`src/rtl/smrc_pkg.sv`:
```
// ----------------------------------------------------------------------------
// Shutter motor relay control package
// Shared payload types, input kind codes and register indexes.
// ----------------------------------------------------------------------------
package smrc_pkg;

  localparam int FieldW   = 10;
  localparam int CfgIdxW  = 3;
  localparam int CfgDataW = 16;
  localparam int KindW    = 2;

  // Input kinds
  localparam logic [KindW-1:0] KindUp   = 2'd0;
  localparam logic [KindW-1:0] KindDown = 2'd1;
  localparam logic [KindW-1:0] KindOff  = 2'd2;
  localparam logic [KindW-1:0] KindTick = 2'd3;

  // Configuration register indexes
  localparam logic [CfgIdxW-1:0] RegLongRun   = 3'd0;
  localparam logic [CfgIdxW-1:0] RegShortRun  = 3'd1;
  localparam logic [CfgIdxW-1:0] RegLongMask  = 3'd2;
  localparam logic [CfgIdxW-1:0] RegGuardTick = 3'd3;
  localparam logic [CfgIdxW-1:0] RegStagger   = 3'd4;

  // Register reset values
  localparam logic [15:0]       LongRunRst   = 16'd3500;
  localparam logic [15:0]       ShortRunRst  = 16'd2500;
  localparam logic [FieldW-1:0] LongMaskRst  = 10'd49;
  localparam logic [7:0]        GuardTickRst = 8'd30;
  localparam logic [7:0]        StaggerRst   = 8'd20;

  typedef struct packed {
    logic [KindW-1:0]  kind;
    logic [FieldW-1:0] channel_mask;
  } in_item_t;

  typedef struct packed {
    logic [FieldW-1:0] direction_relays;
    logic [FieldW-1:0] power_relays;
    logic [FieldW-1:0] moving_channels;
  } out_item_t;

  // Controller to datapath commands
  typedef struct packed {
    logic capture;  // latch the accepted input item, clear the stagger delay
    logic walk;     // process the channel at the current index
    logic publish;  // load the result register
  } dp_cmd_t;

endpackage

```
`src/rtl/smrc_controller.sv`:
```
// ----------------------------------------------------------------------------
// Shutter motor relay control sequencer
// Walks the channel index once per item and runs the output handshake.
// ----------------------------------------------------------------------------
module smrc_controller #(
  parameter  int CHANNELS = 10,
  localparam int ChanW    = (CHANNELS > 1) ? $clog2(CHANNELS) : 1
) (
  input  logic             clk_i,
  input  logic             rst_ni,
  input  logic             in_valid_i,
  output logic             in_ready_o,
  output logic             out_valid_o,
  input  logic             out_ready_i,
  output smrc_pkg::dp_cmd_t cmd_o,
  output logic [ChanW-1:0] chan_o
);

  localparam logic [1:0] StIdle   = 2'd0;
  localparam logic [1:0] StWalk   = 2'd1;
  localparam logic [1:0] StFinish = 2'd2;

  localparam logic [ChanW-1:0] LastChan = ChanW'(CHANNELS - 1);

  logic [1:0]       state_q, state_d;
  logic [ChanW-1:0] chan_q, chan_d;
  logic             out_valid_q, out_valid_d;

  always_comb begin
    state_d     = state_q;
    chan_d      = chan_q;
    out_valid_d = out_valid_q && !out_ready_i;
    cmd_o       = '0;
    in_ready_o  = 1'b0;
    unique case (state_q)
      StIdle: begin
        in_ready_o = 1'b1;
        if (in_valid_i) begin
          cmd_o.capture = 1'b1;
          chan_d        = '0;
          state_d       = StWalk;
        end
      end
      StWalk: begin
        cmd_o.walk = 1'b1;
        if (chan_q == LastChan) begin
          state_d = StFinish;
        end else begin
          chan_d = chan_q + 1'b1;
        end
      end
      StFinish: begin
        // Hold until the result register is free or being drained
        if (!out_valid_q || out_ready_i) begin
          cmd_o.publish = 1'b1;
          out_valid_d   = 1'b1;
          state_d       = StIdle;
        end
      end
      default: begin
        state_d = StIdle;
      end
    endcase
  end

  always_ff @(posedge clk_i or negedge rst_ni) begin
    if (!rst_ni) begin
      state_q     <= StIdle;
      chan_q      <= '0;
      out_valid_q <= 1'b0;
    end else begin
      state_q     <= state_d;
      chan_q      <= chan_d;
      out_valid_q <= out_valid_d;
    end
  end

  assign out_valid_o = out_valid_q;
  assign chan_o      = chan_q;

endmodule

```
`src/rtl/smrc_datapath.sv`:
```
// ----------------------------------------------------------------------------
// Shutter motor relay control datapath
// Configuration registers, per-channel mode and timers, relay bitmaps and
// the result register.
// ----------------------------------------------------------------------------
module smrc_datapath #(
  parameter  int CHANNELS = 10,
  localparam int ChanW    = (CHANNELS > 1) ? $clog2(CHANNELS) : 1
) (
  input  logic                            clk_i,
  input  logic                            rst_ni,
  input  logic                            cfg_we_i,
  input  logic [smrc_pkg::CfgIdxW-1:0]    cfg_idx_i,
  input  logic [smrc_pkg::CfgDataW-1:0]   cfg_wdata_i,
  input  smrc_pkg::in_item_t              in_data_i,
  input  smrc_pkg::dp_cmd_t               cmd_i,
  input  logic [ChanW-1:0]                chan_i,
  output smrc_pkg::out_item_t             out_data_o
);

  localparam int FieldW = smrc_pkg::FieldW;

  localparam logic [2:0] ModeUpStart   = 3'd0;
  localparam logic [2:0] ModeUp        = 3'd1;
  localparam logic [2:0] ModeDownStart = 3'd2;
  localparam logic [2:0] ModeDown      = 3'd3;
  localparam logic [2:0] ModeStopStart = 3'd4;
  localparam logic [2:0] ModeStop      = 3'd5;

  // Configuration
  logic [15:0]       long_run_q, short_run_q;
  logic [FieldW-1:0] long_mask_q;
  logic [7:0]        guard_ticks_q, stagger_q;

  // Current item
  logic [smrc_pkg::KindW-1:0] kind_q;
  logic [FieldW-1:0]          mask_q;
  logic [11:0]                delay_q, delay_d;

  // Channel state
  logic [2:0]          mode_q  [CHANNELS];
  logic [15:0]         run_q   [CHANNELS];
  logic [11:0]         guard_q [CHANNELS];
  logic [CHANNELS-1:0] dir_q, pwr_q, moving_q;

  smrc_pkg::out_item_t out_q;

  logic [CHANNELS-1:0] sel_vec, long_vec;
  logic [FieldW-1:0]   dir_out, pwr_out, mov_out;

  logic        is_tick, selected;
  logic [11:0] delay_eff;
  logic [15:0] max_run;
  logic [2:0]  m;
  logic [15:0] r;
  logic [11:0] g;
  logic        pw, dr;
  logic [12:0] delay_sum;

  // Channels at or above the field width are never addressed by a command
  // and always take the short run time.
  for (genvar i = 0; i < CHANNELS; i++) begin : g_chan_vec
    if (i < FieldW) begin : g_in
      assign sel_vec[i]  = mask_q[i];
      assign long_vec[i] = long_mask_q[i];
    end else begin : g_out
      assign sel_vec[i]  = 1'b0;
      assign long_vec[i] = 1'b0;
    end
  end

  for (genvar j = 0; j < FieldW; j++) begin : g_out_vec
    if (j < CHANNELS) begin : g_in
      assign dir_out[j] = dir_q[j];
      assign pwr_out[j] = pwr_q[j];
      assign mov_out[j] = moving_q[j];
    end else begin : g_out
      assign dir_out[j] = 1'b0;
      assign pwr_out[j] = 1'b0;
      assign mov_out[j] = 1'b0;
    end
  end

  always_ff @(posedge clk_i or negedge rst_ni) begin
    if (!rst_ni) begin
      long_run_q    <= smrc_pkg::LongRunRst;
      short_run_q   <= smrc_pkg::ShortRunRst;
      long_mask_q   <= smrc_pkg::LongMaskRst;
      guard_ticks_q <= smrc_pkg::GuardTickRst;
      stagger_q     <= smrc_pkg::StaggerRst;
    end else if (cfg_we_i) begin
      unique case (cfg_idx_i)
        smrc_pkg::RegLongRun:   long_run_q    <= cfg_wdata_i;
        smrc_pkg::RegShortRun:  short_run_q   <= cfg_wdata_i;
        smrc_pkg::RegLongMask:  long_mask_q   <= cfg_wdata_i[FieldW-1:0];
        smrc_pkg::RegGuardTick: guard_ticks_q <= cfg_wdata_i[7:0];
        smrc_pkg::RegStagger:   stagger_q     <= cfg_wdata_i[7:0];
        default: ;
      endcase
    end
  end

  // One channel per cycle: tick countdown, pending start, then transition
  always_comb begin
    is_tick   = (kind_q == smrc_pkg::KindTick);
    selected  = is_tick || sel_vec[chan_i];
    delay_eff = is_tick ? 12'd0 : delay_q;
    max_run   = long_vec[chan_i] ? long_run_q : short_run_q;
    m  = mode_q[chan_i];
    r  = run_q[chan_i];
    g  = guard_q[chan_i];
    pw = pwr_q[chan_i];
    dr = dir_q[chan_i];

    if (is_tick) begin
      if (g != 12'd0) begin
        g = g - 12'd1;
      end else if (r != 16'd0) begin
        r  = r - 16'd1;
        pw = 1'b1;
      end else if (pw) begin
        pw = 1'b0;
        dr = 1'b0;
        g  = {4'd0, guard_ticks_q};
      end
    end

    unique case (m)
      ModeUpStart: begin
        if (delay_eff > g) begin
          g = delay_eff;
        end
        r  = max_run;
        dr = 1'b1;
        m  = ModeUp;
      end
      ModeDownStart: begin
        if (delay_eff > g) begin
          g = delay_eff;
        end
        r  = max_run;
        dr = 1'b0;
        m  = ModeDown;
      end
      ModeStopStart: begin
        dr = 1'b0;
        if (pw) begin
          pw = 1'b0;
          g  = {4'd0, guard_ticks_q};
        end
        r = 16'd0;
        m = ModeStop;
      end
      default: ;
    endcase

    unique case (m)
      ModeUp: begin
        if (kind_q == smrc_pkg::KindDown) begin
          m = (r != 16'd0) ? ModeStopStart : ModeDownStart;
        end else if (kind_q == smrc_pkg::KindUp && r == 16'd0) begin
          m = ModeUpStart;
        end
      end
      ModeDown: begin
        if (kind_q == smrc_pkg::KindUp) begin
          m = (r != 16'd0) ? ModeStopStart : ModeUpStart;
        end
      end
      default: begin
        if (kind_q == smrc_pkg::KindUp) begin
          m = ModeUpStart;
        end else if (kind_q == smrc_pkg::KindDown) begin
          m = ModeDownStart;
        end else begin
          m = ModeStop;
        end
      end
    endcase

    // Saturate the stagger delay at the guard timer range
    delay_sum = {1'b0, delay_q} + {5'd0, stagger_q};
    delay_d   = delay_sum[12] ? 12'hFFF : delay_sum[11:0];
  end

  always_ff @(posedge clk_i) begin
    if (cmd_i.capture) begin
      kind_q  <= in_data_i.kind;
      mask_q  <= in_data_i.channel_mask;
      delay_q <= 12'd0;
    end else if (cmd_i.walk && selected && !is_tick) begin
      delay_q <= delay_d;
    end
    if (cmd_i.publish) begin
      out_q.direction_relays <= dir_out;
      out_q.power_relays     <= pwr_out;
      out_q.moving_channels  <= mov_out;
    end
  end

  always_ff @(posedge clk_i or negedge rst_ni) begin
    if (!rst_ni) begin
      for (int i = 0; i < CHANNELS; i++) begin
        mode_q[i]  <= ModeStop;
        run_q[i]   <= 16'd0;
        guard_q[i] <= 12'd0;
      end
      dir_q    <= '0;
      pwr_q    <= '0;
      moving_q <= '0;
    end else if (cmd_i.walk && selected) begin
      mode_q[chan_i]   <= m;
      run_q[chan_i]    <= r;
      guard_q[chan_i]  <= g;
      dir_q[chan_i]    <= dr;
      pwr_q[chan_i]    <= pw;
      moving_q[chan_i] <= (r != 16'd0);
    end
  end

  assign out_data_o = out_q;

endmodule

```
`src/rtl/shutter_motor_relay_control_unit.sv`:
```
// ----------------------------------------------------------------------------
// Shutter motor relay control unit
// Relay sequencing for CHANNELS roller shutter motors.
// ----------------------------------------------------------------------------
// Usage:
//   Input channel (in_valid_i/in_ready_o/in_data_i) carries one item per
//   transfer: an up, down or off command with a channel mask, or a 10 ms tick.
//   Output channel (out_valid_o/out_ready_i/out_data_o) returns one result per
//   item: direction relays, power relays and moving channels.
//   Configuration: cfg_we_i writes cfg_wdata_i into register cfg_idx_i
//   (0 long run time, 1 short run time, 2 long channel mask, 3 relay guard
//   ticks, 4 stagger ticks); other indexes are ignored. Write only when idle.
//   Timing: the sequencer visits one channel per cycle, so an item occupies
//   the block for the accept step, one step per channel and the step that
//   loads the result register. The result is registered, so out_valid_o
//   rises after the load step; a new item is only accepted once the load
//   step is through.
//   Stall: the result register holds its item until taken; the next item is
//   accepted while a result waits, but its own result is not loaded until
//   the register drains.
//   Reset: all channels stop, timers and relay bits clear, configuration
//   registers return to their defaults.
// ----------------------------------------------------------------------------
module shutter_motor_relay_control_unit #(
  parameter int CHANNELS = 10
) (
  input  logic                          clk_i,
  input  logic                          rst_ni,
  input  logic                          cfg_we_i,
  input  logic [smrc_pkg::CfgIdxW-1:0]  cfg_idx_i,
  input  logic [smrc_pkg::CfgDataW-1:0] cfg_wdata_i,
  input  logic                          in_valid_i,
  output logic                          in_ready_o,
  input  smrc_pkg::in_item_t            in_data_i,
  output logic                          out_valid_o,
  input  logic                          out_ready_i,
  output smrc_pkg::out_item_t           out_data_o
);

  localparam int ChanW = (CHANNELS > 1) ? $clog2(CHANNELS) : 1;

  smrc_pkg::dp_cmd_t cmd;
  logic [ChanW-1:0]  chan;

  // Sequencer: accept, walk every channel, publish
  smrc_controller #(
    .CHANNELS(CHANNELS)
  ) u_ctrl (
    .clk_i      (clk_i),
    .rst_ni     (rst_ni),
    .in_valid_i (in_valid_i),
    .in_ready_o (in_ready_o),
    .out_valid_o(out_valid_o),
    .out_ready_i(out_ready_i),
    .cmd_o      (cmd),
    .chan_o     (chan)
  );

  // Per-channel state machines, timers and relay bitmaps
  smrc_datapath #(
    .CHANNELS(CHANNELS)
  ) u_dp (
    .clk_i      (clk_i),
    .rst_ni     (rst_ni),
    .cfg_we_i   (cfg_we_i),
    .cfg_idx_i  (cfg_idx_i),
    .cfg_wdata_i(cfg_wdata_i),
    .in_data_i  (in_data_i),
    .cmd_i      (cmd),
    .chan_i     (chan),
    .out_data_o (out_data_o)
  );

endmodule

```
`config.mk`:
```
export PLATFORM = sky130hd
export DESIGN_NAME = shutter_motor_relay_control_unit
export DESIGN_NICKNAME = d
export VERILOG_FILES = /design/src/rtl/smrc_pkg.sv /design/src/rtl/smrc_controller.sv /design/src/rtl/smrc_datapath.sv /design/src/rtl/shutter_motor_relay_control_unit.sv
export SDC_FILE = /design/constraint.sdc
export NUM_CORES = 1
export LEC_CHECK = 0
export BUFFER_PORTS_ARGS = -buffer_cell sky130_fd_sc_hd__buf_2
export CAP_MARGIN = 20
export CORE_ASPECT_RATIO = 0.5
export CORE_MARGIN = 5
export CORE_UTILIZATION = 60
export DETAILED_ROUTE_END_ITERATION = 7
export GPL_TIMING_DRIVEN = 0
export PLACE_DENSITY = 0.77
export REMOVE_ABC_BUFFERS = 1
export SLEW_MARGIN = 20
export SYNTH_ARGS = -nofsm -noshare
export SYNTH_HDL_FRONTEND = slang
export SYNTH_SLANG_ARGS = --single-unit
```
`constraint.sdc`:
```
create_clock -name clk_i -period 7.3 [get_ports clk_i]
set_input_delay 0.365 -clock clk_i [delete_from_list [all_inputs] [get_ports clk_i]]
set_output_delay 0.365 -clock clk_i [all_outputs]
set_load 0.01 [all_outputs]
```
## After elaboration in Yosys (flattened, before gate mapping)

Cells that the tools add are included.

- Word-level logic and storage cells: 181
- Flip-flop bits (word level): 459

- Add/subtract/negate cells: 4
- Mux-type cells: 78
- Bitwise logic cells: 1
- Equality and inequality tests: 17
- Reductions and logical operators: 29
- $lt $le $gt $ge: 5

Operators with widths:

| kind | number |
|---|---|
| bitwise mux 160 bit | 1 |
| two-way mux 12 bit | 11 |
| bitwise mux 120 bit | 1 |
| two-way mux 16 bit | 7 |
| binary-select mux 16 bit (select 4 bit) | 1 |
| demux 16 bit (select 4 bit) | 1 |
| binary-select mux 12 bit (select 4 bit) | 1 |
| demux 12 bit (select 4 bit) | 1 |
| one-hot mux 16 bit (2 select lines) | 1 |
| nonzero test 16 bit | 2 |
| bitwise mux 10 bit | 3 |
| bitwise mux 30 bit | 1 |
| two-way mux 3 bit | 10 |
| one-hot mux 12 bit (2 select lines) | 1 |
| two-way mux 1 bit | 21 |
| binary-select mux 1 bit (select 4 bit) | 4 |
| logical NOT 16 bit | 1 |
| subtractor 16 x 1 -> 16 bit, second input constant | 1 |
| adder 12 x 8 -> 13 bit | 1 |
| binary-select mux 3 bit (select 4 bit) | 1 |
| demux 3 bit (select 4 bit) | 1 |
| equality test 3 x 2 -> 1 bit, second input constant | 4 |
| greater-than comparator 12 bit | 1 |
| nonzero test 12 bit | 1 |
| other kinds (31) | 56 |

## Logic depth before layout (Yosys ltp)

Gate-level depths: netlist (run 1).

- Depth in word-level cells: 15
- Depth in mapped cells: 31
- Gate-level depth less buffers: 23

## Modules after synthesis

Synthesis (run 1) repeated with hierarchy kept, for this count alone.

- Cells, all modules: 1968
- Area total of the unflattened synthesis: 21742.1 um^2

Modules (own cells, without submodules):

| module | instances | cells each | area each (um^2) |
|---|---|---|---|
| smrc_datapath | 1 | 1935 | 21374.2 |
| smrc_controller | 1 | 33 | 367.9 |

## Least setup slack after synthesis (run 1)

Ideal clock, no wire load.

- Path kind: register to register
- Start point: register u_ctrl.chan_q[0], in the netlist u_ctrl.chan_o[0]
- End point: register u_dp.guard_q[108] (netlist bit)
- Stages on the path, launching flop included: 31
- Arrival time: 6457 ps
- Data required time: 7158 ps
- Setup time: 142 ps
- Setup slack: 701 ps
- Cell sequence: dfrtp_1 buf_6 buf_8 buf_6 buf_4 buf_4 buf_4 mux4_2 nand2_1 o21ai_0 inv_1 ha_1 and3_1 clkbuf_1 nand4_1 nor4_2 a22oi_1 o22a_1 ha_1 a21o_1 a21o_1 a21o_1 a21o_1 a21o_1 a21o_1 a221oi_1 nor3_1 clkbuf_1 a32o_1 a21oi_1 o21ai_0

- Word-level cells in the longest chain between the ends: 12

Ends and longest elaborated chain:

| item | line | text |
|---|---|---|
| start, declared | smrc_controller.sv:26 | `logic [ChanW-1:0] chan_q, chan_d;` |
| start signal, assigned | smrc_controller.sv:73 | `chan_q <= chan_d;` |
| branches (longest 12 deep; another with subtractor 12 x 1 -> 12 bit) | -- |  |
| end signal, assigned by index | smrc_datapath.sv:214 | `guard_q[chan_i] <= g;` |
| end, declared | smrc_datapath.sv:43 | `logic [11:0] guard_q [CHANNELS];` |

Several ways; the timed one is not identified. The select of a mux whose other input is x is not followed.
A chain may end at the register's enable or synchronous reset.

## Worst setup path after layout (run 1)

- Start point: register u_ctrl.chan_q[0], in the netlist u_ctrl.chan_o[0]
- End point: register u_dp.guard_q[60] (netlist bit)

Same word-level chain as after synthesis.

==> flow_summary.yaml, run 1 <==
outcome:
  status: "complete, no violations"
logic_synthesis:
  synth_most_common_cell: "nand2_1"
  synth_warnings: 0
  syn_avg_cell_area_um2: 10.7
  synthCells: 2037
  ys_ff_latch: 459
  synth.top_cell.area_share: 0.417
  ys_top_cells_by_count: "nand2_1, dfrtp_1, o21ai_0, mux2i_1, nor2_1"
  ys_seq_area_frac: 0.535
  yosysTopAreaCell: "dfrtp_1"
  syn_area_um2: 21900
  ys.flop_type: "dfrtp_1"
  async_flop_share: 0.882
  ys_types: 88
  synth_edf_count: 42
  synth.top_cells.by_area: "dfrtp_1, nand2_1, o21ai_0"
timing:
  setup_viol: 0
  period_minus_slack_ns: 7.02
  worstMarginPinSlew_ns: 1.01
  clock_skew_ns: 0.0184
  slew_viol_final: 0
  fin_setup_tns_ns: 0
  whs_ns: 0.0186
  min_period_over_period: 0.961
  maxClockFrequency_ghz: 0.143
  hold_violations: 0
  max_slew_margin: 0.326
floorplanning:
  initial_core_util: 0.608
  core_area_um2: 35900
  die_w_um: 280
  die-area_um2: 40600
  std_cell_rows: 49
  num_io_pins: 68
  die-height_um: 145
power:
  combinationalPowerShare: 0.496
  p_leak_nw: 10.7
  p_switching_mw: 5.47
  ir_worst_vdd_mv: 0.305
  power.internal_mw: 6.96
  power_frac_clock: 0.177
  pwr-share-seq: 0.327
  power_density_nw_per_um2: 512
  p_sw_frac: 0.440
routing:
  drtIter0Drc: 1876
  via_per_inst: 6.30
  wirelength_um: 56600
  final_antenna_net_count: 0
  drc: 0
  vias: 16100
  firstDrtPassIters: 5
  wl_per_cell_um: 22.1
setup_path:
  slowest_delay_ns: 0.61
  path_max_fanout: 35
  critPathKind: "reg2reg"
  startpoint: "u_ctrl.chan_o[0]$_DFFE_PN0P_"
  critical_path.top_delay_family: "compound AO/OA/AOI/OAI gates"
  cp_common_cell: "a21o_1"
  crit_path_cell_trace: "buf_16, buf_12, or3b_2, o22ai_1, a211oi_2, ha_1, nand2_1, or4_4, nor4_4, a22oi_1, o22a_1, ha_1, a21o_1, a21o_1, a21o_1, a21o_1, a21o_1, a21o_1, a221oi_1, nor3_2, a32o_1, a21oi_1, o21ai_0"
  cp-end-kind: "flop"
  path_buf_inv: 2
  start_kind: "flop"
  required_ns: 7.70
  crit_arrival_ns: 7.42
  cpMaxStageDelayCell: "or4_4"
  reg2reg_from: "u_ctrl.chan_o[0]$_DFFE_PN0P_"
placed_design:
  place.gp.congestion: 0.939
  portBuffers: 67
  hpwl_um: 34800
  dp_cells: 2464
global_routing:
  grt_use_total: 0.277
  grt_max_degree: 102
  overflow: 0
  grt_pass1_vias: 15900
  grt_antenna_before_repair: 1
  grt_pass1_wl_um: 89700
cts:
  cts_max_path_buffers: 3
  tritoncts: "done"
  cts_buffers: 41
  clock_latency_ns: 0.56
  cts_max_level: 2
  clkSlewWorstSetupHoldPaths_ns: 0.07
  cts-root-buf: "clkbuf_16"
  clock_sinks: 459
final_layout:
  final_cells: 2560
  area_delta_synth_final_pct: 11.2
  nets: 2106
  layout-drive-gt1-share: 0.200
  final_util: 0.676
job:
  cap_viol_max_count: 0
hold_path:
  hold_start: "in_data_i[5]"
  hold_path.class: "in2reg"
## state kept, by name, summed over array words and instances (netlist names), 4 cells and up
name and count:
u_dp.pwr_out 10, u_dp.delay_q 12, u_dp.mask_q 10, u_dp.run_q 160, u_dp.mode_q 30, u_dp.guard_ticks_q 8
u_dp.short_run_q 16, u_dp.mov_out 10, u_dp.long_run_q 16, u_dp.long_mask_q 10, u_ctrl.chan_o 4, u_dp.guard_q 120
u_dp.dir_out 10, u_dp.out_data_o 30, u_dp.stagger_q 8
## placed cells by master, fill, tap and decap left out, drive strengths merged, types with 10 or more instances in the layout
master,netlist,layout
and3,13,13
a21o,11,11
edfxtp,42,42
nor3,15,15
dfrtp,364,364
buf,42,93
inv,21,23
nand3,15,15
nand2,398,398
o22ai,30,30
a211oi,23,23
dfxtp,12,12
and2,23,23
mux2,102,102
dfstp,41,41
o21ai,273,273
mux4,39,39
nand2b,10,10
a21oi,44,44
mux2i,111,111
dlygate4sd3,0,11
nor2,109,109
clkbuf,100,73
ha,27,27
a31oi,13,13
## final timing paths
| path | end | slack [ns] | depth (start not counted) |
|---|---|---|---|
| min in group asynchronous | u_dp.run_q[65]$_DFFE_PN0P_ | 0.28 | 2 |
| min | u_dp.mask_q[5]$_DFFE_PP_ | 0.02 | 1 |
| max in group asynchronous | u_dp.mode_q[20]$_DFFE_PN1P_ | 5.80 | 4 |
| max reg2reg | u_dp.guard_q[60]$_DFFE_PN0P_ | 0.28 | 23 |
| max | u_dp.guard_q[60]$_DFFE_PN0P_ | 0.28 | 23 |
| min reg2reg | u_dp.out_data_o[5]$_DFFE_PP_ | 0.45 | 0 |
## logic make-up after synthesis
logic type	count (synthesis)	share of synthesized area
buf+inv	163	0.0349
fa+ha+maj	28	0.0164
simple gates	631	0.124
flops	459	0.535
xor+xnor	16	0.00641
compound gates	488	0.139
mux	252	0.144
## power by group through the flow
stage	clock, mW	sequential [mW]	combinational [mW]
global placement	0	4.26	5.44
finish	2.20	4.06	6.17
floorplan	0	4.04	4.02
CTS	2.22	4.04	5.90
detailed placement	0	4.07	5.81
global route	2.34	4.15	6.70
## repair_timing
item / 4_1_cts / 5_1_grt
pin swaps: 0 / 1
resized for setup: 8 / 15
setup endpoints to repair: 120 / 120
setup buffers: 5 / 3
hold buffers: 11 / 0
hold endpoints to repair: 44 / 0
## cell type report
class	count	area, µm²
Tap cell	484	606
Inverter	21	78.8
Multi-Input combinational cell	1415	9650
Clock inverter	3	25.0
Clock buffer	73	1350
Fill cell	2641	11600
Antenna cell	1	2.50
Sequential cell	459	11700
Timing Repair Buffer	104	882
## through the flow
step           total power, mW  setup slack (ns)  cell area (µm²)
3_3_place_gp              9.69             -5.27            22100
6_report                  12.4             0.283            24300
2_1_floorplan             8.06             -1.09            21200
4_1_cts                   12.2           0.00247            24200
3_5_place_dp              9.88            -0.880            22600
5_1_grt                   13.2           -0.0829            24300
## layer usage
layer | GRT usage | vias up | wire (µm)
li1 | - | 7232 | -
met4 | 0.0750 | 0 | 1360
met2 | 0.425 | 650 | 25800
met3 | 0.0621 | 101 | 4270
met1 | 0.405 | 8147 | 25100
met5 | 0 | - | 0
Note: power is estimated with default switching activity, not from simulation.
==> run 2, diff against run 1 <==
--- a/config.mk
+++ b/config.mk
@@ -17,4 +17,5 @@
 export SLEW_MARGIN = 20
 export SYNTH_ARGS = -nofsm -noshare
 export SYNTH_HDL_FRONTEND = slang
+export SYNTH_HIERARCHICAL = 1
 export SYNTH_SLANG_ARGS = --single-unit
==> run 2 against run 1 <==
  * Maximum frequency about the same
  * Sequential cell count is the same
  * Highest routed layer unchanged
  * Setup slack worse by 0.0036 ns
  * Register-to-register slack is essentially flat
  * Critical path depth grew 5
  * Critical endpoint is now u_dp/guard_q[108]$_DFFE_PN0P_
  * Combinational power grew 12%
  * First-iteration DRC count down 8.4%
==> flow_summary.yaml, run 2 <==
floorplanning:
  initial_core_util: 0.606
  num_io_pins: 68
  die-area_um2: 40400
  die-height_um: 145
  std_cell_rows: 49
  core_area_um2: 35900
  die_w_um: 279
routing:
  wl_per_cell_um: 22.3
  final_antenna_net_count: 0
  via_per_inst: 6.29
  firstDrtPassIters: 6
  wirelength_um: 55900
  vias: 15800
  drtIter0Drc: 1718
  drc: 0
final_layout:
  diodes: 0
  nets: 2057
  area_delta_synth_final_pct: 12.9
  largestRegisters: "u_dp/run_q x160, u_dp/guard_q x120"
  num-fill-cells: 2555
  layout_commonest_cell: "dfrtp_1"
  mostFrequentLayoutCells: "dfrtp_1, nor2_1, a21oi_1, nand2_1, mux2_2"
  final_util: 0.685
  largest_register_ffs: 160
  layout-drive-gt1-share: 0.232
  top_register: "u_dp/run_q"
power:
  power_density_nw_per_um2: 545
  ir_worst_vdd_mv: 0.276
  power.internal_mw: 7.54
  pwr-share-seq: 0.323
  power_frac_clock: 0.162
  p_switching_mw: 5.84
  p_leak_nw: 10.4
  p_sw_frac: 0.437
  combinationalPowerShare: 0.514
logic_synthesis:
  synth.top_cells.by_area: "dfrtp_1, mux2_2, edfxtp_1"
  syn_avg_cell_area_um2: 11.0
  synthCells: 1968
  ys_types: 86
  ys_top_cells_by_count: "dfrtp_1, nor2_1, a21oi_1, nand2_1, mux2_2"
  ys_ff_latch: 459
  yosysTopAreaCell: "dfrtp_1"
  ys.flop_type: "dfrtp_1"
  synth_edf_count: 42
  synth.top_cell.area_share: 0.419
  async_flop_share: 0.882
  synth_most_common_cell: "dfrtp_1"
  syn_area_um2: 21700
  synth_warnings: 6
  ys_seq_area_frac: 0.538
cts:
  clock_latency_ns: 0.55
  cts-root-buf: "clkbuf_16"
  cts_max_level: 2
  clock_sinks: 459
  cts_max_path_buffers: 3
  tritoncts: "done"
  cts_buffers: 40
  clkSlewWorstSetupHoldPaths_ns: 0.07
timing:
  setup_ws_ns: 0.280
  clock_skew_ns: 0.0196
  whs_ns: 0.0270
  min_period_over_period: 0.962
  max_slew_margin: 0.259
  slew_viol_final: 0
  maxClockFrequency_ghz: 0.142
  period_minus_slack_ns: 7.02
  worstMarginPinSlew_ns: 1.11
  setup_viol: 0
  rsz0062_at_grt: "no"
  hold_violations: 0
placed_design:
  portBuffers: 67
  hpwl_um: 35700
  detailedPlace.worstSlack_ns: -1.18
  place.gp.congestion: 0.912
setup_path:
  cpMaxStageDelayCell: "dfrtp_4"
  critPathKind: "reg2reg"
  start_kind: "flop"
  crit_arrival_ns: 7.41
  slowest_delay_ns: 0.70
  path_max_fanout: 39
  cp-end-kind: "flop"
  required_ns: 7.69
global_routing:
  grt_use_total: 0.278
  grt_antenna_before_repair: 0
  grt_max_degree: 101
  grt_pass1_wl_um: 88300
  overflow: 0
  grt_pass1_vias: 15600
job:
  cap_viol_max_count: 0
outcome:
  status: "complete, no violations"
hold_path:
  hold_path.class: "in2reg"
-- run 2: cell types whose count changed after synthesis, moves of 9 or more --
cell and change:
a21oi_1 +168, a21oi_2 -10, a221oi_2 +14, a2bb2oi_1 -9, a31oi_1 +17, mux2_2 +20
mux2i_1 -13, nand2_1 -227, nor2_1 +147, o211a_1 -9, o21ai_0 -168, o22ai_2 +9
-- run 2: power groups by stage --
stage	sequential [mW]	combinational [mW]	clock (mW)
global placement	4.51	6.04	0
global route	4.44	7.39	2.31
finish	4.33	6.88	2.17
detailed placement	4.38	6.47	0
CTS	4.31	6.68	2.20
floorplan	4.27	4.57	0
-- run 2: final timing paths --
kind                                              start                            end  slack, ns  cells after the start
max in group asynchronous                        rst_ni   u_ctrl/chan_o[1]$_DFFE_PN0P_       5.75                      4
min                                       in_data_i[10]       u_dp/kind_q[0]$_DFFE_PP_       0.03                      1
min reg2reg                 u_dp/mov_out[4]$_DFFE_PN0P_   u_dp/out_data_o[4]$_DFFE_PP_       0.45                      0
max reg2reg                u_ctrl/chan_o[0]$_DFFE_PN0P_  u_dp/guard_q[108]$_DFFE_PN0P_       0.28                     28
min in group asynchronous                        rst_ni   u_dp/guard_q[41]$_DFFE_PN0P_       0.29                      2
max                        u_ctrl/chan_o[0]$_DFFE_PN0P_  u_dp/guard_q[108]$_DFFE_PN0P_       0.28                     28
-- run 2: worst max-delay path, delay by kind of cell, from the launching register on --
kind            cells  cell delay [ns]
flops               1             0.70
simple gates        9             1.70
compound gates      9             2.37
fa+ha+maj           2             0.57
buf+inv             8             1.47
-- run 2: cell type report --
| type | count | area [µm²] | share of cell area |
|---|---|---|---|
| multi-input cells | 1335 | 9520 | 0.388 |
| well taps | 484 | 606 | 0.0247 |
| flip-flops and latches | 459 | 11700 | 0.476 |
| clock buffers | 62 | 1190 | 0.0487 |
| inverters | 31 | 116 | 0.00474 |
| repair buffers | 129 | 1290 | 0.0527 |
| clock inverters | 10 | 131 | 0.00535 |
-- run 2: cell families after synthesis --
kind of cell | share of synthesized area
AND/OR/NAND/NOR | 0.118
AO/OA/AOI/OAI | 0.133
flip-flops | 0.538
multiplexers | 0.153
buffers and inverters | 0.0352
adder cells (fa/ha/maj) | 0.0147
XOR/XNOR | 0.00840
-- run 2: what timing repair did --
action / CTS / global route
buffers inserted: 5 / 2
hold endpoints to repair: 45 / 0
endpoints found under the setup margin: 120 / 120
gates resized for setup: 9 / 6
cloned: 0 / 1
hold buffers: 12 / 0
pin swaps: 1 / 2
-- run 2: layer usage --
layer  GRT usage  up-vias  routed length, µm
li1            -     7087                  -
met1       0.396     7887              23500
met2       0.447      693              25600
met3      0.0547      126               5360
met4      0.0777        0               1450
met5           0        -                  0
-- run 2: through the flow --
| stage | cell area (µm²) | setup TNS, ns | instances | power (mW) |
|---|---|---|---|---|
| 2_1_floorplan | 21100 | -173.66 | 1824 | 8.83 |
| 3_3_place_gp | 22000 | -2408.93 | 2375 | 10.6 |
| 3_5_place_dp | 22900 | -87.16 | 2418 | 10.9 |
| 4_1_cts | 24500 | 0 | 2507 | 13.2 |
| 5_1_grt | 24600 | 0 | 2510 | 14.1 |
| 6_report | 24600 | 0 | 2510 | 13.4 |
